**config.mk**
```make
export PLATFORM = sky130hd
export DESIGN_NAME = wdc_mul
export DESIGN_NICKNAME = d
export VERILOG_FILES = /design/src/wdc_pkg.sv /design/src/wdc_mul.sv
export SDC_FILE = /design/constraint.sdc
export NUM_CORES = 2
export LEC_CHECK = 0
export BUFFER_PORTS_ARGS = -buffer_cell sky130_fd_sc_hd__buf_2
export CAP_MARGIN = 10
export CORE_ASPECT_RATIO = 1.1
export CORE_UTILIZATION = 55
export DETAILED_ROUTE_END_ITERATION = 10
export PLACE_DENSITY_LB_ADDON = 0.15
export SETUP_SLACK_MARGIN = 0.4
export SYNTH_ARGS = -nofsm -noshare
export SYNTH_HDL_FRONTEND = slang
export SYNTH_SLANG_ARGS = --single-unit
```
**constraint.sdc**
```tcl
create_clock -name clk -period 15.65 [get_ports clk]
set_clock_uncertainty 0.15 [all_clocks]
set_input_delay 0 -clock clk [delete_from_list [all_inputs] [get_ports clk]]
set_output_delay 0 -clock clk [all_outputs]
set_load 0.01 [all_outputs]
```
**src/wdc_pkg.sv**
```systemverilog
// ----------------------------------------------------------------------------
// wdc_pkg: shared constants of the waypoint drive command unit
// widths of the shared datapath, status and register codes, register reset values and the cordic angle table
// ----------------------------------------------------------------------------
package wdc_pkg;

	localparam int CORDIC_STEPS_DEF = 16;

	// datapath widths
	localparam int MUL_W  = 35;  // multiplier operand
	localparam int PROD_W = 70;  // multiplier product
	localparam int RAD_W  = 66;  // square root radicand
	localparam int ROOT_W = 34;  // square root result
	localparam int XY_W   = 54;  // heading vector components
	localparam int CRD_W  = 57;  // cordic working registers
	localparam int ANG_W  = 17;  // angle, Q3.13 with headroom

	// quarter turn in Q3.13
	localparam int HALF_PI = 12868;

	// status codes
	localparam logic [1:0] ST_DRIVE = 2'd0;
	localparam logic [1:0] ST_VAR   = 2'd1;
	localparam logic [1:0] ST_NOTGT = 2'd2;
	localparam logic [1:0] ST_LOAD  = 2'd3;

	// register indexes
	localparam logic [1:0] REG_STOP = 2'd0;
	localparam logic [1:0] REG_TVG  = 2'd1;
	localparam logic [1:0] REG_RVG  = 2'd2;
	localparam logic [1:0] REG_HYST = 2'd3;

	// register reset values
	localparam logic [14:0] STOP_RST = 15'd4289;
	localparam logic [15:0] TVG_RST  = 16'd256;
	localparam logic [15:0] RVG_RST  = 16'd256;
	localparam logic [15:0] HYST_RST = 16'd512;

	// atan(2^-i) in Q3.13, rounded
	function automatic logic [12:0] atan_tab(input logic [4:0] i);
		logic [12:0] v;
		case (i)
			5'd0:    v = 13'd6434;
			5'd1:    v = 13'd3798;
			5'd2:    v = 13'd2007;
			5'd3:    v = 13'd1019;
			5'd4:    v = 13'd511;
			5'd5:    v = 13'd256;
			5'd6:    v = 13'd128;
			5'd7:    v = 13'd64;
			5'd8:    v = 13'd32;
			5'd9:    v = 13'd16;
			5'd10:   v = 13'd8;
			5'd11:   v = 13'd4;
			5'd12:   v = 13'd2;
			5'd13:   v = 13'd1;
			default: v = 13'd0;
		endcase
		return v;
	endfunction

endpackage

```
**src/wdc_mul.sv**
```systemverilog
// ----------------------------------------------------------------------------
// wdc_mul: shared signed multiplier
// one signed product per cycle, registered at the output
// ----------------------------------------------------------------------------
module wdc_mul (
	input  logic                                clk,
	input  logic signed [wdc_pkg::MUL_W-1:0]    a,
	input  logic signed [wdc_pkg::MUL_W-1:0]    b,
	output logic signed [wdc_pkg::PROD_W-1:0]   p
);
	import wdc_pkg::*;

	logic signed [PROD_W-1:0] p_q;

	always_ff @(posedge clk) begin
		p_q <= PROD_W'(a) * PROD_W'(b);
	end

	assign p = p_q;

endmodule

```
After elaboration in Yosys (flattened, before gate mapping)
Index checks and enable logic that the tools add are counted.
W data, S select, Z words.
- register bits after elaboration: 70
- bits of input ports: 71
- output and inout port bits: 70
- word-level logic and storage cells: 2
- multipliers: 1
- operators by type and width (operator ; count):
    $mul A35 B35 Y70 ; 1

Depth between registers and ports, before layout
- depth in word-level cells: 1
- depth in mapped cells: 30
- depth with buffers taken out: 28

Least setup slack after synthesis
OpenSTA, ideal clock, no wires.
- path type: input to register
- from: input a[34] in the netlist's numbering
- to: register p_q[68] (netlist: p[68])
- setup time: 123 ps
- arrival: 7865 ps
- required time: 15377 ps
- slack: 7512 ps
- cell stages on the path: 28
- buffers on the path: 3
- cells stage by stage: clkbuf_1 clkbuf_1 nand2_1 inv_1 fa_1 fa_1 fa_1 inv_1 fa_1 inv_1 fa_1 fa_1 fa_1 inv_1 fa_1 inv_1 ha_1 buf_4 a21o_1 a21o_1 a21oi_1 o21ai_0 a221o_1 a21o_1 a31oi_1 o21a_1 o21ai_1 xor2_1
- cells in the longest elaborated chain, start to end: 1
- RTL lines (element ; line ; RTL):
    start, declared ; wdc_mul.sv:7 ; input logic signed [wdc_pkg::MUL_W-1:0] a,
    $mul A35 B35 Y70 ; wdc_mul.sv:16 ; p_q <= PROD_W'(a) * PROD_W'(b);
    end signal, assigned ; wdc_mul.sv:16 ;
    end, declared ; wdc_mul.sv:13 ; logic signed [PROD_W-1:0] p_q;
Every way passes these cells.

Worst setup path after layout
Same ends and word-level chain as after synthesis.

==> metrics.txt <==
slowest stage cell on the critical path=fa_1; first-pass GRT wire length=195000 µm; post-DR wirelength/cell=21.5 µm; # port buffers=140; RSZ-0062 raised after global routing=no; Resize count post-CTS=0; Synth Area in Compound Gates=3.35%; failing checks=DRC; CP endpoint kind=flip-flop; via-per-instance ratio=5.49; fraction of layout cells with a size suffix above 1=4.39%; synthesized area=0.0448 mm²; TritonCTS Buffers=9; final setup fails=0; Initial Util=55.6%; commonest non-fill, non-tap cell in the layout=fa_1; Req. time, crit path=15.74 ns; Die Height=301 µm; Worst-Margin Slew=1.07 ns; DP Cell Count=5635; syn_nets=6260; yosys warns=0; postcts setup bufs=0; min cycle time layout=8.93 ns; Setup crit start kind=input port; Clk pin slew, worst setup/hold paths=0.07 ns; Fmax=112 MHz; initial antenna violation count=7; Place WS=6.38 ns; Initial DRC Count=1877; Final Cycle Share=57.1%; Post-synth top flop=dfxtp_1; CP max FO=35; dpl hpwl=96400 µm; xor and xnor area share after synthesis=1.54%; register area share after synthesis=3.13%; Root Buffer=clkbuf_16; critical path class=input port to flip-flop; RePlAce Congestion=0.910; non-filler cells, final=5654; largest family of logic cells by synthesized area=adder cells; CTS tree=built; CP max stage delay=0.96 ns; setup_tns=0 ns; total wire length=121000 µm; status=finished with violations; vias in the first global route=34513; Max Buffers Root-to-Sink=2; most frequent cells in the layout=fa_1, inv_1, and2_1; max cap viols=0; CP Data Arrival Time=9.02 ns; asr flop ratio synth=0%; max-slew headroom at the worst pin=28.6%; adder-cell share of the synthesized area=64.3%; # rows=109; drt pass-1 iters=8; final hold violation count=0; Syn-to-layout area delta=3.18%; Finished Core Util=57.4%; EDFF count, synth=0; Final nets=6181; via count=31015; die area=0.0827 mm²; Gate Count Post-Synth=4671; Post-DRT Antenna Nets=0; Synth Area in Simple Gates=15.6%; Core Box Area=0.0806 mm²; cts hold-fix bufs=0; CTS H-Tree Depth=3; Max Slew Vio Count=0; Tot GR Track Use=31.3%; most numerous cell on the critical path=fa_1; PnR worst setup slack=6.72 ns; Num Clock Sinks=70; Post-route DRC=12; synthesized area per cell=9.60 µm²; Synth cell types=71; Die W=274 µm; Min-Delay Path Class=input port to flip-flop; GRT overflow=0; I/O pins=141; largest net degree at the start of global routing=36; Largest register FFs=70; post-synthesis mux area share=0%; Seq cells post-synth=70
synth_stat cells (all sizes together) (17+ instances only):
cell type	number	share of area (%)
clkbuf	231	2.0
and2	667	9.3
ha	207	5.8
buf	19	0.36
fa	1311	59
xor2	25	0.49
nand4	17	0.25
inv	1159	9.7
nand2	569	4.8
nor2	53	0.45
a21oi	76	0.86
o21ai	48	0.56
dfxtp	70	3.1
xnor2	54	1.1
a21o	39	0.66
worst max-delay path: cells and delay by family:
family / cells / cell delay, ns
fa+ha+maj: 9 / 5.38
compound gates: 9 / 1.87
buf+inv: 6 / 1.41
simple gates: 1 / 0.18
xor+xnor: 1 / 0.14
cell families after synthesis:
family	count (synthesis)
fa+ha+maj	1518
buf+inv	1410
simple gates	1365
compound gates	229
xor+xnor	79
flops	70
metal layers:
metal	global-route usage [%]	vias up	wire length [µm]
met5	0	-	28
li1	-	13053	-
met4	11.8	4	5490
met1	39.3	16663	45700
met2	55.7	1009	63700
met3	3.45	286	6430
area by class of cell:
class / instances / area [µm²]
Tap cell: 1054 / 1320
Inverter: 1159 / 4350
Clock buffer: 11 / 253
Fill cell: 7251 / 34300
Antenna cell: 3 / 7.51
Multi-Input combinational cell: 3191 / 38000
Clock inverter: 5 / 33.8
Sequential cell: 70 / 1400
Timing Repair Buffer: 161 / 858
metrics by stage:
stage	hold WS, ns	area (µm²)
2_1_floorplan	-0.0227	44800
3_3_place_gp	0.244	46000
3_5_place_dp	0.244	46000
4_1_cts	0.131	46300
5_1_grt	0.157	46300
6_report	0.144	46300
worst paths after layout:
kind,from,to,slack (ns),depth (start not counted)
setup / recovery,a[34],p[68],6.72,26
hold / removal,b[0],p[0],0.14,2
Power is left out: the tool's default activity adds up to more than one toggle a clock period on the data nets, which glitch-free logic cannot reach.
