$ cat src/wdc_pkg.sv
// ----------------------------------------------------------------------------
// wdc_pkg: shared constants of the waypoint drive command unit
// widths of the shared datapath, status and register codes, register reset values and the cordic angle table
// ----------------------------------------------------------------------------
package wdc_pkg;

	localparam int CORDIC_STEPS_DEF = 16;

	// datapath widths
	localparam int MUL_W  = 35;  // multiplier operand
	localparam int PROD_W = 70;  // multiplier product
	localparam int RAD_W  = 66;  // square root radicand
	localparam int ROOT_W = 34;  // square root result
	localparam int XY_W   = 54;  // heading vector components
	localparam int CRD_W  = 57;  // cordic working registers
	localparam int ANG_W  = 17;  // angle, Q3.13 with headroom

	// quarter turn in Q3.13
	localparam int HALF_PI = 12868;

	// status codes
	localparam logic [1:0] ST_DRIVE = 2'd0;
	localparam logic [1:0] ST_VAR   = 2'd1;
	localparam logic [1:0] ST_NOTGT = 2'd2;
	localparam logic [1:0] ST_LOAD  = 2'd3;

	// register indexes
	localparam logic [1:0] REG_STOP = 2'd0;
	localparam logic [1:0] REG_TVG  = 2'd1;
	localparam logic [1:0] REG_RVG  = 2'd2;
	localparam logic [1:0] REG_HYST = 2'd3;

	// register reset values
	localparam logic [14:0] STOP_RST = 15'd4289;
	localparam logic [15:0] TVG_RST  = 16'd256;
	localparam logic [15:0] RVG_RST  = 16'd256;
	localparam logic [15:0] HYST_RST = 16'd512;

	// atan(2^-i) in Q3.13, rounded
	function automatic logic [12:0] atan_tab(input logic [4:0] i);
		logic [12:0] v;
		case (i)
			5'd0:    v = 13'd6434;
			5'd1:    v = 13'd3798;
			5'd2:    v = 13'd2007;
			5'd3:    v = 13'd1019;
			5'd4:    v = 13'd511;
			5'd5:    v = 13'd256;
			5'd6:    v = 13'd128;
			5'd7:    v = 13'd64;
			5'd8:    v = 13'd32;
			5'd9:    v = 13'd16;
			5'd10:   v = 13'd8;
			5'd11:   v = 13'd4;
			5'd12:   v = 13'd2;
			5'd13:   v = 13'd1;
			default: v = 13'd0;
		endcase
		return v;
	endfunction

endpackage

$ cat src/wdc_sqrt.sv
// ----------------------------------------------------------------------------
// wdc_sqrt: iterative integer square root
// restoring method, one result bit per cycle, floor of the root
// ----------------------------------------------------------------------------
module wdc_sqrt (
	input  logic                         clk,
	input  logic                         arst_n,
	input  logic                         start,
	input  logic [wdc_pkg::RAD_W-1:0]    rad,
	output logic                         done,
	output logic [wdc_pkg::ROOT_W-1:0]   root
);
	import wdc_pkg::*;

	localparam int SH_W  = 2 * ROOT_W;
	localparam int REM_W = ROOT_W + 4;
	localparam int CNT_W = $clog2(ROOT_W);

	logic [SH_W-1:0]   rad_q;
	logic [REM_W-1:0]  rem_q;
	logic [ROOT_W-1:0] root_q;
	logic [CNT_W-1:0]  cnt_q;
	logic              busy_q;
	logic              done_q;
	logic [REM_W-1:0]  rem_sh;
	logic [REM_W-1:0]  trial;

	always_comb begin
		rem_sh = {rem_q[REM_W-3:0], rad_q[SH_W-1 -: 2]};
		trial  = REM_W'({root_q, 2'b01});
	end

	always_ff @(posedge clk or negedge arst_n) begin
		if (!arst_n) begin
			busy_q <= 1'b0;
			done_q <= 1'b0;
			cnt_q  <= '0;
		end else begin
			done_q <= 1'b0;
			if (start) begin
				busy_q <= 1'b1;
				cnt_q  <= '0;
			end else if (busy_q) begin
				cnt_q <= cnt_q + 1'b1;
				if (cnt_q == CNT_W'(ROOT_W - 1)) begin
					busy_q <= 1'b0;
					done_q <= 1'b1;
				end
			end
		end
	end

	always_ff @(posedge clk) begin
		if (start) begin
			rad_q  <= SH_W'(rad);
			rem_q  <= '0;
			root_q <= '0;
		end else if (busy_q) begin
			rad_q <= rad_q << 2;
			if (rem_sh >= trial) begin
				rem_q  <= rem_sh - trial;
				root_q <= {root_q[ROOT_W-2:0], 1'b1};
			end else begin
				rem_q  <= rem_sh;
				root_q <= {root_q[ROOT_W-2:0], 1'b0};
			end
		end
	end

	assign done = done_q;
	assign root = root_q;

endmodule

$ cat config.mk
export PLATFORM = sky130hd
export DESIGN_NAME = wdc_sqrt
export DESIGN_NICKNAME = d
export VERILOG_FILES = /design/src/wdc_pkg.sv /design/src/wdc_sqrt.sv
export SDC_FILE = /design/constraint.sdc
export NUM_CORES = 1
export LEC_CHECK = 0
export ABC_AREA = 1
export BUFFER_PORTS_ARGS = -buffer_cell sky130_fd_sc_hd__clkbuf_2
export CAP_MARGIN = 10
export CORE_MARGIN = 4
export CORE_UTILIZATION = 50
export DETAILED_ROUTE_END_ITERATION = 10
export PLACE_DENSITY = 0.7
export SETUP_SLACK_MARGIN = 0.02
export SYNTH_ARGS = -nofsm -noshare
export SYNTH_HDL_FRONTEND = slang
export SYNTH_SLANG_ARGS = --single-unit
$ cat constraint.sdc
create_clock -name clk -period 6.6 [get_ports clk]
set_input_delay 0.66 -clock clk [delete_from_list [all_inputs] [get_ports clk]]
set_output_delay 0.66 -clock clk [all_outputs]
set_load 0.05 [all_outputs]
# ---- After elaboration in Yosys (flattened, before gate mapping)
# Index checks and enable logic that the tools add are counted.
dict set report word_totals {
  reg_bits 146
  input_bits 69
  out_inout_bits 35
  wordCells 24
}
dict set report op_classes {
  addsub 2
  order_cmp 1
  eq_ne 1
  n_mux 12
  reduce_logical 1
}
# cell count
set op_table {}
lappend op_table {{$mux W66} 2}
lappend op_table {{$ge A38 B36 Y1} 1}
lappend op_table {{$mux W36} 1}
lappend op_table {{$sub A36 B36 Y36} 1}
lappend op_table {{$mux W6} 2}
lappend op_table {{$mux W1} 7}
lappend op_table {{$add A6 B1 Y6 const B} 1}
lappend op_table {{$eq A6 B6 Y1 const B} 1}
lappend op_table {{$reduce_bool A2 Y1} 1}

# ---- Logic depth before layout (Yosys ltp)
# Gate-level depths: netlist of the first run.
dict set report depth {
  depth_word 4
  mapped_depth 16
  ltp_nobuf 16
}

# ---- Worst setup path before layout of the first run
# No wires, ideal clock.
dict set report synth_path {
  path_kind {input to register}
  from {input port start}
  to {register rad_q[0] (enable)}
  setup_time_ps 457
  arrival_time_ps 3019
  t_required_ps 6143
  setup_slack_ps 3124
  path_stages 4
  path_buffers 2
  cell_sequence {clkbuf_1 nor2_1 inv_1 clkbuf_1}
}
dict set report synth_via {
  elab_chain_cells 1
}
# item line
set synth_rtl {}
lappend synth_rtl {{start: declaration} wdc_sqrt.sv:8} ;# input logic start,
lappend synth_rtl {{$reduce_bool A2 Y1 (no line)} -}
lappend synth_rtl {{end signal: assignment} wdc_sqrt.sv:55} ;# rad_q <= SH_W'(rad);
lappend synth_rtl {{end signal: assignment} wdc_sqrt.sv:59} ;# rad_q <= rad_q << 2;
lappend synth_rtl {{end: declaration} wdc_sqrt.sv:19} ;# logic [SH_W-1:0] rad_q;
# Every way passes these cells.
# A chain may end at the register's enable or synchronous reset.

# ---- Worst setup path in the final report of the first run
dict set report layout_path {
  from {register root_q[31], in the netlist root[31]}
  to {register rem_q[29]}
}
dict set report layout_via {
  elab_chain_cells 2
}
# item line
set layout_rtl {}
lappend layout_rtl {{start: declaration} wdc_sqrt.sv:21} ;# logic [ROOT_W-1:0] root_q;
lappend layout_rtl {{start signal: assignment} wdc_sqrt.sv:62} ;# root_q <= {root_q[ROOT_W-2:0], 1'b1};
lappend layout_rtl {{start signal: assignment} wdc_sqrt.sv:65} ;# root_q <= {root_q[ROOT_W-2:0], 1'b0};
lappend layout_rtl {{$ge A38 B36 Y1} wdc_sqrt.sv:60} ;# if (rem_sh >= trial) begin
lappend layout_rtl {{$mux W36} wdc_sqrt.sv:60}
lappend layout_rtl {{end signal: assignment} wdc_sqrt.sv:61} ;# rem_q <= rem_sh - trial;
lappend layout_rtl {{end signal: assignment} wdc_sqrt.sv:64} ;# rem_q <= rem_sh;
lappend layout_rtl {{end: declaration} wdc_sqrt.sv:20} ;# logic [REM_W-1:0] rem_q;
# Every way passes these cells.

==> results of run 1 <==
worst max-delay path, stage by stage, from the launching register on:
cell      delay, ns
dfxtp_1        0.33
inv_1          0.08
ha_1           0.39
a21oi_1        0.20
a21boi_0       0.29
nor2_1         0.11
nor2_4         0.74
nand2_4        0.45
nand2_1        0.24
nand2_1        0.07
nand2_1        0.06
nand2_1        0.05
synth_stat cells:
cell type	number	area, um^2
ha_1	38	475.5
nand3_1	94	470.5
a211oi_1	1	7.510
clkbuf_1	27	101.4
edfxtp_1	66	1982
nand3b_1	2	15.01
o22ai_1	34	212.7
a21oi_1	31	155.2
o21ai_0	16	80.08
nor2_1	77	289.0
dfrtp_1	8	200.2
nand2_4	2	22.52
buf_6	3	33.78
xnor2_1	1	8.760
inv_2	1	3.750
nand3_2	1	10.01
nand2_2	3	18.77
clkinv_1	1	3.750
buf_2	6	30.03
buf_1	7	26.28
nand4_1	44	275.3
nor2_2	3	18.77
o21bai_1	4	30.03
xor2_1	17	148.9
dfxtp_1	72	1441
a21boi_0	1	7.510
inv_1	151	566.8
nand2_1	477	1790
nor3_1	9	45.04
worst max path at each step:
stage / start / end / slack [ns] / depth (start not counted)
3_3_place_gp: start / cnt_q[1]$_DFFE_PN0P_ / 3.49 / 5
3_5_place_dp: start / root[15]$_SDFFE_PP0P_ / 3.40 / 5
6_report: root[31]$_SDFFE_PP0P_ / rem_q[29]$_SDFFE_PP0P_ / 3.49 / 11
5_1_grt: root[31]$_SDFFE_PP0P_ / rem_q[29]$_SDFFE_PP0P_ / 3.18 / 11
4_1_cts: root[31]$_SDFFE_PP0P_ / rem_q[29]$_SDFFE_PP0P_ / 3.46 / 11
2_1_floorplan: start / rad_q[0]$_SDFFCE_PN0P_ / 3.12 / 4
cells by family (layout without fill, tap and decap cells):
family                     count (synthesis)  after routing
and+or+nand+nor                          712            712
adders and majority gates                 38             38
DFF                                      146            146
buffers and inverters                    196            292
xor gates and xnor gates                  18             18
AOI/OAI and AO/OA                         87             87
registers in the layout, summed over array words and instances (netlist names):
name,cells
rem_q,36
root,34
done,1
rad_q,68
cnt_q,6
busy_q,1
per-layer routing:
| layer | GRT usage [%] | up-vias |
|---|---|---|
| met5 | 0 | - |
| met4 | 6.292 | 0 |
| met3 | 4.593 | 29 |
| met2 | 36.15 | 179 |
| met1 | 29.42 | 3428 |
| li1 | - | 4018 |
metrics by stage:
| step | total power [W] | area, um^2 | utilization, % |
|---|---|---|---|
| after global placement | 0.003315 | 9117 | 54.98 |
| after CTS | 0.004276 | 9686 | 58.40 |
| after global routing | 0.004667 | 9686 | 58.40 |
| after detailed placement | 0.003330 | 9117 | 54.98 |
| after floorplan | 0.002854 | 8471 | - |
| final | 0.004276 | 9686 | 58.40 |
cell type report:
type	instances	area, um^2	share of cell area (%)
well taps	220	275.3	2.842
repair buffers	107	545.5	5.632
clock inverters	15	142.6	1.473
multi-input cells	855	4096	42.29
clock buffers	17	425.4	4.392
inverters	153	576.8	5.955
flip-flops and latches	146	3623	37.41
power breakdown:
part | switching [W] | internal, W | leakage (nW)
logic | 0.00148 | 0.000692 | 3.31
registers | 0.0000827 | 0.00108 | 1.42
clock network | 0.000439 | 0.000499 | 0.269
total | 0.00200 | 0.00227 | 5.00
==> metrics, run 1 <==
commonest cells after routing, fill and taps aside 477 x nand2_1, 150 x inv_1, 103 x clkbuf_2; DRT Pass-1 Iters 5; skew final 0.01229 ns; fmax 0.3213 GHz; Final WS setup 3.487 ns; cts bufs inserted 17; Met1 Wirelength 9752 um; Die Wd 138.2 um; max_cap viols 0; highest metal used met4; final std cells w/o fill 1513; DPL Wire Length 14860 um; fraction of layout cells with a size suffix above 1 11.68%; syn avg cell area 7.077 um^2; full die area 19090 um^2; Synth Area in Adders 5.613%; Setup Fix Bufs, Post-CTS 0; FF-to-FF path depth 11; Area Overhead vs Synth 14.34%; post-synthesis mux area share 0%; total global routing overflow 0; DRT iter0 DRCs 583; hold_ws 0.07016 ns; R2R Path End rem_q[29]$_SDFFE_PP0P_; largest family of logic cells by synthesized area simple AND/OR/NAND/NOR gates; Synth Area in XOR/XNOR 1.861%; Pleak 4.999 nW; Synth Area in Compound Gates 5.820%; fill count 1629; CP Class flip-flop to flip-flop; PwrDens 441.5 nW/um^2; Crit path required time 6.92 ns; Least-Margin Pin Slew 1.171 ns; CTS resizes 0; Synth cell types 29; dpl cells 1481; Max Root-Sink Buffers 2; CTS tree done; worst skew pair latency 0.43 ns; Ant. Diodes 0; worst-path fanout max 37; die height 138.2 um; met2 routed wirelength 9573 um; maximum vdd drop 0.2377 mV; htree depth 4; core area 16580 um^2; drt total wl 20730 um; mapped cell area 8471 um^2; Hold Path Class input port to asynchronous set/reset pin; FP Rows 47; endpoint class of the critical path flip-flop; status completed; CTS root buf clkbuf_16; fin. max-slew vios 0; Syn Inst Count 1197; clk slew on worst S/H paths 0.07 ns; GRT Util Overall 21.94%; Yosys reg bits 146; unrepaired setup endpoints after global routing false; vias post-DR 7654; reg-to-reg startpoint root[31]$_SDFFE_PP0P_; Hold Fails Final Rpt 0; drt via density 5.059; Post-CTS Hold Fix Bufs 0; final setup fails 0; initial antenna violation count 0; Ports 104; Worst slew margin 21.48%; Syn Nets 1304; pre-CTS setup slack 3.396 ns; largest net degree at the start of global routing 75; simple-gate portion of the synthesized area 34.89%; fin crit period 3.113 ns; setup_tns 0 ns; # clock sinks 146; Syn. warnings 0; GPL Wtd Cong 0.9628; most common library cell in the layout ignoring fill and taps nand2_1; port buffer count 103; Seq/Total Area, Yosys 42.78%; # DRC 0; Worst Path Arrival 3.43 ns; R2R Setup Slk 3.49 ns; CP Launch Type flip-flop; met3 WL 1025 um; ANT nets after route 0; Final #Nets 1387; vias in the first global route 7368; wire per inst 13.70 um; period utilization 47.16%; global-route wire length before repair 35260 um; Initial Util 51.08%
(Power assumes the default switching activity.)
==> run 2: changes to the inputs <==
--- a/config.mk
+++ b/config.mk
@@ -11,7 +11,7 @@
 export CORE_MARGIN = 4
 export CORE_UTILIZATION = 50
 export DETAILED_ROUTE_END_ITERATION = 10
-export PLACE_DENSITY = 0.7
+export PLACE_DENSITY = 0.73
 export SETUP_SLACK_MARGIN = 0.02
 export SYNTH_ARGS = -nofsm -noshare
 export SYNTH_HDL_FRONTEND = slang
==> constraint.sdc (replaced) <==
create_clock -name clk -period 2.6 [get_ports clk]
set_input_delay 0.26 -clock clk [delete_from_list [all_inputs] [get_ports clk]]
set_output_delay 0.26 -clock clk [all_outputs]
set_load 0.05 [all_outputs]
==> run 2 against run 1 <==
Register-to-register slack lost 3.2 ns. Flip-flop and latch count is the same. Cell count grew 0.93%. Combinational power grew to 2.6 times the previous value. Routed wire length grew 4.8%. Total power grew to 2.6 times the previous value. Critical endpoint unchanged.
==> metrics, run 2 (synthesis results as in run 1) <==
Die Wd 138.2 um (unchanged); CP cell instances inv_1 -> ha_2 -> nand2_1 -> nor2_2 -> nand2_1 -> nand3_2 -> nand2_1 -> nand2_2 -> nand2_2 -> nand2_2 -> nand2_4 -> nand2_8 -> nand3_1 -> nand2_1 -> nand2_1 (was inv_1 -> ha_1 -> a21oi_1 -> a21boi_0 -> nor2_1 -> nor2_4 -> nand2_4 -> nand2_1 -> nand2_1 -> nand2_1 -> nand2_1); Hold EP rad_q[0]$_SDFFCE_PN0P_; unrepaired setup endpoints after global routing false (unchanged); commonest cells after routing, fill and taps aside 477 x nand2_1, 150 x inv_1, 103 x clkbuf_2 (unchanged); GR peak layer met2 (unchanged); max reg flops 68 (unchanged); final setup fails 0 (unchanged); maximum vdd drop 0.6922 mV (was 0.2377 mV); CP top delay family simple AND/OR/NAND/NOR gates (unchanged); Least-Margin Pin Slew 0.7277 ns (was 1.171 ns); fmax 0.4258 GHz (was 0.3213 GHz); final std cells w/o fill 1527 (was 1513); ANT nets after route 0 (unchanged); hold depth 3; Critical Path Most Common Cell nand2_1 (unchanged); status completed (unchanged); Crit path required time 2.91 ns (was 6.92 ns); Ports 104 (unchanged); cts bufs inserted 17 (unchanged); Initial Util 51.08% (unchanged); most common library cell in the layout ignoring fill and taps nand2_1 (unchanged); full die area 19090 um^2 (unchanged); reg-to-reg startpoint root[0]$_SDFFE_PP0P_ (was root[31]$_SDFFE_PP0P_); vias post-DR 7795 (was 7654); Ant. Diodes 0 (unchanged); fin crit period 2.349 ns (was 3.113 ns); CTS root buf clkbuf_16 (unchanged); # DRC 0 (unchanged); Final Util 58.95% (was 58.40%); htree depth 4 (unchanged); DPL Wire Length 15980 um (was 14860 um); max_cap viols 0 (unchanged); Final #Nets 1401 (was 1387); met3 GRT Util 4.316% (was 4.593%); port buffer count 103 (unchanged); vias in the first global route 7480 (was 7368); CP Launch Type flip-flop (unchanged); Hold Fails Final Rpt 0 (unchanged); setup_tns 0 ns (unchanged); Crit path buffers/inverters 1 (unchanged); GPL Wtd Cong 0.9663 (was 0.9628); FF-to-FF path depth 15 (was 11); dpl cells 1494 (was 1481); Final WS setup 0.2513 ns (was 3.487 ns); Slowest-stage cell, CP ha_2 (was nor2_4); Max Root-Sink Buffers 2 (unchanged); Hold Path Class input port to flip-flop (was input port to asynchronous set/reset pin); hold_sp rad[0]; drt total wl 21730 um (was 20730 um); DRT Pass-1 Iters 5 (unchanged); fin. max-slew vios 0 (unchanged); met1 GRT Util 30.20% (was 29.42%); DRT iter0 DRCs 602 (was 583); drt via density 5.105 (was 5.059); largest net degree at the start of global routing 74 (was 75); R2R Path End rem_q[29]$_SDFFE_PP0P_ (unchanged); worst skew pair latency 0.43 ns (about the same); slowest cell delay on critical path 0.39 ns (was 0.74 ns); # clock sinks 146 (unchanged); PwrDens 1124 nW/um^2 (was 441.5 nW/um^2); core area 16580 um^2 (unchanged); endpoint class of the critical path flip-flop (unchanged); fraction of layout cells with a size suffix above 1 12.47% (was 11.68%); Area Overhead vs Synth 15.41% (was 14.34%); die height 138.2 um (unchanged); met2 usage 38.57% (was 36.15%); worst-path fanout max 37 (unchanged); skew final 0.01696 ns (was 0.01229 ns); period utilization 90.34% (was 47.16%); Pleak 5.040 nW (was 4.999 nW); total global routing overflow 0 (unchanged); pre-CTS setup slack 0.1636 ns (was 3.396 ns); clk slew on worst S/H paths 0.07 ns (about the same); wire per inst 14.23 um (was 13.70 um); FP Rows 47 (unchanged); Worst slew margin 51.49% (was 21.48%); initial antenna violation count 0 (unchanged); GRT Util Overall 22.72% (was 21.94%); global-route wire length before repair 36210 um (was 35260 um); R2R Setup Slk 0.25 ns (was 3.49 ns); CP Class flip-flop to flip-flop (unchanged); Worst Path Arrival 2.65 ns (was 3.43 ns); CTS tree done (unchanged); Biggest register rad_q (unchanged); Setup Fix Bufs, Post-CTS 0 (unchanged)
[run 2: power by group]
group	switching (W)	internal, W
Combinational	0.00389	0.00186
Clock	0.000997	0.00127
Sequential	0.000215	0.00275
[run 2: worst max-delay path by stage]
stage                                from                     end  cells after the start
finish               root[0]$_SDFFE_PP0P_  rem_q[29]$_SDFFE_PP0P_                     15
global route        root[11]$_SDFFE_PP0P_  rem_q[29]$_SDFFE_PP0P_                     16
global placement     root[0]$_SDFFE_PP0P_  rem_q[29]$_SDFFE_PP0P_                     15
CTS                  root[0]$_SDFFE_PP0P_  rem_q[29]$_SDFFE_PP0P_                     15
detailed placement   root[0]$_SDFFE_PP0P_  rem_q[29]$_SDFFE_PP0P_                     15
floorplan           root[19]$_SDFFE_PP0P_  rem_q[31]$_SDFFE_PP0P_                     13
[run 2: repair_timing]
| item | CTS | global route |
|---|---|---|
| gates resized for setup | 0 | 3 |
| endpoints found under the hold margin | 8 | 0 |
| endpoints found under the setup margin | 0 | 35 |
| hold buffers | 1 | 0 |
[run 2: stage by stage]
stage | hold slack, ns | instance area, um^2 | total power (W)
floorplan | -0.03559 | 8472 | 0.007246
global placement | 0.1168 | 9210 | 0.008559
detailed placement | 0.1206 | 9210 | 0.008593
CTS | 0.08269 | 9761 | 0.01090
global route | 0.09551 | 9776 | 0.01190
finish | 0.09949 | 9776 | 0.01099
[run 2: area by class of cell]
type	instances	area, um^2
timing repair buffer	121	656.9
clock inverter	11	80.08
inverter	153	576.8
clock buffer	21	460.4
multi-input combinational	855	4103
sequential	146	3623
fill	1619	6808
tap	220	275.3
[run 2: worst min-delay path, cell delays in order]
cell      delay [ns]
clkbuf_2        0.07
nand2_1         0.04
inv_1           0.04
[run 2: routing by layer]
layer | vias to the layer above | share of wire, %
met5 | - | 0
met4 | 0 | 1.1
met3 | 16 | 4.1
met2 | 179 | 48
met1 | 3542 | 47
li1 | 4058 | -
